===== config.mk =====
export PLATFORM = sky130hd
export DESIGN_NAME = vct_controller
export DESIGN_NICKNAME = d
export VERILOG_FILES = /design/src/rtl/core/vct_pkg.sv /design/src/rtl/core/vct_controller.sv
export SDC_FILE = /design/constraint.sdc
export NUM_CORES = 1
export LEC_CHECK = 0
export BUFFER_PORTS_ARGS = -buffer_cell sky130_fd_sc_hd__buf_2
export CORE_MARGIN = 4
export CORE_UTILIZATION = 35
export CTS_BUF_LIST = sky130_fd_sc_hd__clkbuf_8
export DETAILED_ROUTE_END_ITERATION = 6
export PLACE_DENSITY_LB_ADDON = 0.05
export SLEW_MARGIN = 20
export SYNTH_ARGS = -nofsm -noshare
export SYNTH_HDL_FRONTEND = slang
export SYNTH_SLANG_ARGS = --single-unit
export TNS_END_PERCENT = 5

===== constraint.sdc =====
create_clock -name clock -period 3.95 [get_ports clock]
set_clock_uncertainty 0.2 [all_clocks]
set_input_delay 0.79 -clock clock [delete_from_list [all_inputs] [get_ports clock]]
set_output_delay 0.79 -clock clock [all_outputs]
set_load 0.1 [all_outputs]

===== src/rtl/core/vct_pkg.sv =====
// ----------------------------------------------------------------------------
// vct_pkg
// Types, widths and codes shared by the velocity cube trace block.
// ----------------------------------------------------------------------------
`default_nettype none

package vct_pkg;

   localparam int VAL_W     = 32;
   localparam int T_IDX_W   = 8;
   localparam int XY_IDX_W  = 4;
   localparam int LEN_W     = 7;
   localparam int FRAC_W    = 17;
   localparam int CSR_IDX_W = 3;
   localparam int CSR_W     = 32;
   localparam int DIFF_W    = 40;
   localparam int TACC_W    = 39;
   localparam int SLOT_W    = 3;
   localparam int FETCH_W   = 4;

   localparam logic [FRAC_W-1:0] FRAC_ONE = 17'h10000;
   localparam logic [CSR_W-1:0]  INV_RESET = 32'h0001_0000;
   localparam logic [FETCH_W-1:0] FETCH_LAST = 4'd8;
   localparam logic [SLOT_W-1:0]  BLEND_LAST = 3'd6;

   // opcodes
   localparam logic OP_LOAD  = 1'b0;
   localparam logic OP_TRACE = 1'b1;

   // register indexes
   localparam logic [CSR_IDX_W-1:0] CSR_TIME_ORIGIN = 3'd0;
   localparam logic [CSR_IDX_W-1:0] CSR_TIME_INV    = 3'd1;
   localparam logic [CSR_IDX_W-1:0] CSR_X_ORIGIN    = 3'd2;
   localparam logic [CSR_IDX_W-1:0] CSR_X_INV       = 3'd3;
   localparam logic [CSR_IDX_W-1:0] CSR_Y_ORIGIN    = 3'd4;
   localparam logic [CSR_IDX_W-1:0] CSR_Y_INV       = 3'd5;

   typedef enum logic [1:0] {
      AXIS_X,
      AXIS_Y,
      AXIS_T
   } axis_type;

   typedef enum logic [2:0] {
      ST_IDLE,
      ST_LOC_DIFF,
      ST_LOC_MUL,
      ST_LOC_END,
      ST_FETCH,
      ST_BLEND_MUL,
      ST_BLEND_ADD,
      ST_EMIT
   } state_type;

   typedef struct packed {
      logic                req_ready;
      axis_type            loc_axis;
      logic                loc_diff;
      logic                loc_mul;
      logic                loc_end;
      logic [SLOT_W-1:0]   fetch_corner;
      logic                fetch_capture;
      logic [SLOT_W-1:0]   capture_slot;
      logic                blend_mul;
      logic                blend_add;
      logic [SLOT_W-1:0]   blend_step;
      logic                emit;
      logic                advance;
   } cmd_type;

   typedef struct packed {
      logic req_valid;
      logic req_is_trace;
      logic req_len_zero;
      logic sample_ok;
      logic last_sample;
      logic out_free;
   } status_type;

endpackage

`default_nettype wire


===== src/rtl/core/vct_controller.sv =====
// ----------------------------------------------------------------------------
// vct_controller
// Sequencer: locate axes, fetch eight corners, run seven blends, emit.
// ----------------------------------------------------------------------------
`default_nettype none

module vct_controller (
   input  logic                clock,
   input  logic                reset,
   input  vct_pkg::status_type status,
   output vct_pkg::cmd_type    cmd
);
   import vct_pkg::*;

   state_type           state_ff, state_in;
   axis_type            axis_ff, axis_in;
   logic [FETCH_W-1:0]  fetch_ff, fetch_in;
   logic [SLOT_W-1:0]   blend_ff, blend_in;

   // state and counters
   always_ff @(posedge clock) begin
      if (reset) begin
         state_ff <= ST_IDLE;
         axis_ff  <= AXIS_X;
         fetch_ff <= '0;
         blend_ff <= '0;
      end else begin
         state_ff <= state_in;
         axis_ff  <= axis_in;
         fetch_ff <= fetch_in;
         blend_ff <= blend_in;
      end
   end

   // next state
   always_comb begin
      state_in = state_ff;
      axis_in  = axis_ff;
      fetch_in = fetch_ff;
      blend_in = blend_ff;
      unique case (state_ff)
         ST_IDLE: begin
            if (status.req_valid && status.req_is_trace && !status.req_len_zero) begin
               state_in = ST_LOC_DIFF;
               axis_in  = AXIS_X;
            end
         end
         ST_LOC_DIFF: state_in = ST_LOC_MUL;
         ST_LOC_MUL:  state_in = ST_LOC_END;
         ST_LOC_END: begin
            case (axis_ff)
               AXIS_X: begin
                  axis_in  = AXIS_Y;
                  state_in = ST_LOC_DIFF;
               end
               AXIS_Y: begin
                  axis_in  = AXIS_T;
                  state_in = ST_LOC_DIFF;
               end
               default: begin
                  fetch_in = '0;
                  state_in = ST_FETCH;
               end
            endcase
         end
         ST_FETCH: begin
            if (!status.sample_ok) begin
               state_in = ST_EMIT;
            end else if (fetch_ff == FETCH_LAST) begin
               blend_in = '0;
               state_in = ST_BLEND_MUL;
            end else begin
               fetch_in = fetch_ff + FETCH_W'(1);
            end
         end
         ST_BLEND_MUL: state_in = ST_BLEND_ADD;
         ST_BLEND_ADD: begin
            if (blend_ff == BLEND_LAST) begin
               state_in = ST_EMIT;
            end else begin
               blend_in = blend_ff + SLOT_W'(1);
               state_in = ST_BLEND_MUL;
            end
         end
         ST_EMIT: begin
            if (status.out_free) begin
               if (status.last_sample) begin
                  state_in = ST_IDLE;
               end else begin
                  axis_in  = AXIS_T;
                  state_in = ST_LOC_DIFF;
               end
            end
         end
         default: state_in = ST_IDLE;
      endcase
   end

   // commands
   always_comb begin
      cmd               = '0;
      cmd.loc_axis      = axis_ff;
      cmd.fetch_corner  = fetch_ff[SLOT_W-1:0];
      cmd.capture_slot  = SLOT_W'(fetch_ff - FETCH_W'(1));
      cmd.blend_step    = blend_ff;
      unique case (state_ff)
         ST_IDLE:      cmd.req_ready = 1'b1;
         ST_LOC_DIFF:  cmd.loc_diff  = 1'b1;
         ST_LOC_MUL:   cmd.loc_mul   = 1'b1;
         ST_LOC_END:   cmd.loc_end   = 1'b1;
         ST_FETCH:     cmd.fetch_capture = status.sample_ok && (fetch_ff != '0);
         ST_BLEND_MUL: cmd.blend_mul = 1'b1;
         ST_BLEND_ADD: cmd.blend_add = 1'b1;
         ST_EMIT: begin
            cmd.emit    = status.out_free;
            cmd.advance = status.out_free && !status.last_sample;
         end
         default: ;
      endcase
   end
endmodule

`default_nettype wire


==> summary.md <==
| Metric | Value |
|---|---|
| Chip width | 56.2 um |
| Yosys cell types | 37 |
| Critical R2R Launch | state_ff[2] |
| Die area | 0.00316 mm2 |
| Setup TNS | 0 ps |
| CTS tree | done |
| Max cap viols | 0 |
| Seq/Total Area, Yosys | 29.5% |
| Slew Limit Fails | 0 |
| Layout area overhead | 22.1% |
| Gr usage total | 12.9% |
| Cts bufs inserted | 3 |
| Largest net degree at the start of global routing | 21 |
| Slew headroom | 62.4% |
| DRC Markers | 0 |
| Wire per inst | 12.4 um |
| Switching share of power | 24.7% |
| Post-CTS setup buffers | 0 |
| H-tree Lvls | 1 |
| Mapped Nets | 115 |
| WHS Path Cells | 2 |
| Final Util | 45.0% |
| Routability cong. | 0.727 |
| Hold Vio Cnt, Final | 0 |
| P_sw | 71.6 uW |
| Average instance area after synthesis | 7.91 um2 |
| Most common cell after layout, fill and taps aside | buf_2 |
| Placed cell count | 149 |
| Power density over the cells | 291 mW/mm2 |
| Worst Reg-to-Reg Cells | 3 |
| Drt total wl | 1900 um |
| Max Root-Sink Buffers | 2 |
| Crit path from | state_ff[2] |
| Clock network power share | 47.4% |
| Reg power frac | 42.9% |
| Cell Area, Synth | 815 um2 |
| Filler cells | 243 |
| Comb power frac | 9.8% |
| RSZ-0062 raised after global routing | no |
| PortBufs | 27 |
| Flop and latch count out of synthesis | 12 |
| Crit. End Element | output port |
| Critical Path Slowest Stage Cell | dfxtp_1 |
| Starting density of the core | 36.8% |
| Tmin final | 2960 ps |
| Overflow after GRT | 0 |
| Post-Synthesis Cells | 103 |
| Clock sink total | 12 |
| Via density | 5.24 |
| CTS resizes | 0 |
| Initial DRC count | 9 |
| WP data required | 2960 ps |
| Share of cells above drive strength 1 | 28.8% |
| Top fanout value on the critical path | 20 |
| Final antenna-violating net count | 0 |
| Hold Startpoint | fetch_ff[3] |
| Worst min path class | reg -> reg |
| Worst Tran Pin Value | 563 ps |
| Cts-stage hold buffer count | 0 |
| FMAX | 338 MHz |
| Outcome | finished, final reports clean |
| Crit share post-route | 74.8% |
| Core area | 0.00221 mm2 |
| Vias in the first global route | 713 |
| Power Total | 289 uW |
| Kind of critical path | reg -> out |
| Antenna violations before repair | 0 |
| P_int | 218 uW |
| Row count | 17 |
| Diode count | 0 |
| Final #Nets | 138 |
| DR vias | 801 |
| Crit path arrival time | 1970 ps |
| Leak | 0.000410 uW |
| # setup viols final | 0 |
| CP Launch Type | flip-flop |
| Clk_lat worst skew | 250 ps |
| # IOs | 28 |
| Die Span Y | 56.2 um |
| Pre-Repair DR Iteration Count | 4 |
| Worst VDD drop | 0.270 mV |
| Global-route wire length before repair | 3220 um |
| Worst path max stage delay | 670 ps |
| Clk root buf | clkbuf_8 |
| Ys Warns | 0 |
| Clock transition at path regs | 60 ps |
| Non-filler cells in the finished layout | 153 |
| Post-DP HPWL | 1410 um |
| CP Cell Sequence | nand4bb_1 -> nor2_1 -> buf_2 |
| Most frequent cells in the layout | buf_2, dfxtp_1, a21oi_1 |
-- final cells by class --
cell class | instances | area, um2 | area share (%)
multi-input combinational | 74 | 499 | 50.2
sequential | 12 | 240 | 24.2
timing repair buffer | 27 | 135 | 13.6
clock buffer | 4 | 55.1 | 5.53
tap | 28 | 35.0 | 3.52
inverter | 8 | 30.0 | 3.02
-- flip-flops by register name (all words and copies together) (netlist names) --
| name | flops |
|---|---|
| blend_ff | 3 |
| axis_ff | 2 |
| fetch_ff | 4 |
| state_ff | 3 |
-- worst paths after layout --
path	slack [ps]	endpoint
worst max-delay path	990	cmd[10]
worst min-delay path	320	fetch_ff[3]
worst max register to register	1820	blend_ff[1]
worst min register to register	320	fetch_ff[3]
-- worst max-delay path: cells and delay by family, from the launching register on --
family                 cells  cell delay, ps
buffers and inverters      1             440
and+or+nand+nor            2             610
DFF                        1             670
-- cells by family (layout without fill, tap and decap cells) --
family,count (synthesis),count (layout),share of synthesized area [%]
buf+inv,17,39,9.83
fa+ha+maj,4,4,6.14
simple gates,42,42,31.6
xor+xnor,1,1,1.08
mux,1,1,1.38
compound gates,26,26,20.4
flops,12,12,29.5
-- per-stage QoR --
| stage | setup WS (ps) | cell area (um2) | hold WS, ps |
|---|---|---|---|
| finish | 994 | 995 | 325 |
| global route | 797 | 995 | 344 |
| CTS | 992 | 995 | 326 |
| detailed placement | 1110 | 940 | 317 |
| global placement | 1150 | 940 | 314 |
| floorplan | 71.7 | 820 | 285 |
-- synth_stat cells --
master     instances  share of area (%)
buf_4              3                2.8
a31oi_1            1               0.77
o21ai_1            6                3.7
nand4b_1           1                1.1
xor2_1             1                1.1
o22ai_1            1               0.77
nand3_1            6                3.7
a21oi_1            8                4.9
or3_1              3                2.3
mux2_1             1                1.4
dfxtp_1           12                 29
buf_2              4                2.5
nor3b_1            2                1.8
nor2_1             5                2.3
nand2_1            4                1.8
inv_1              6                2.8
ha_1               4                6.1
nand2b_1           4                3.1
a211oi_1           1               0.92
and3b_1            1                1.1
o221ai_1           1                1.1
a211o_1            1                1.1
nor2b_1            2                1.5
or4_4              1                1.4
and2_1             1               0.77
and4bb_1           1                1.5
nand3b_1           5                4.6
a21oi_2            1                1.1
nand4bb_1          1                1.4
o2bb2ai_1          1                1.1
a221o_1            1                1.2
a41oi_1            1                1.1
a21o_1             3                2.8
clkbuf_1           2               0.92
nor3_1             4                2.5
or2_1              1               0.77
inv_2              2               0.92
-- per-layer routing --
| metal | part of all wire, % | wire length, um | global-route usage, % | vias up |
|---|---|---|---|---|
| li1 | - | - | - | 406 |
| met1 | 49 | 926 | 16.8 | 371 |
| met2 | 44 | 835 | 19.2 | 19 |
| met3 | 5.8 | 111 | 5.57 | 5 |
| met4 | 1.3 | 25 | 4.07 | 0 |
| met5 | 0 | 0 | 0 | - |
-- power by group through the flow --
| stage | Sequential (uW) | Combinational [uW] | Clock [uW] |
|---|---|---|---|
| finish | 124 | 28.2 | 137 |
| global route | 125 | 30.4 | 150 |
| CTS | 124 | 28.6 | 143 |
| detailed placement | 127 | 28.5 | 0 |
| global placement | 127 | 28.3 | 0 |
| floorplan | 125 | 22.7 | 0 |
Power figures use the tool's default switching activity.
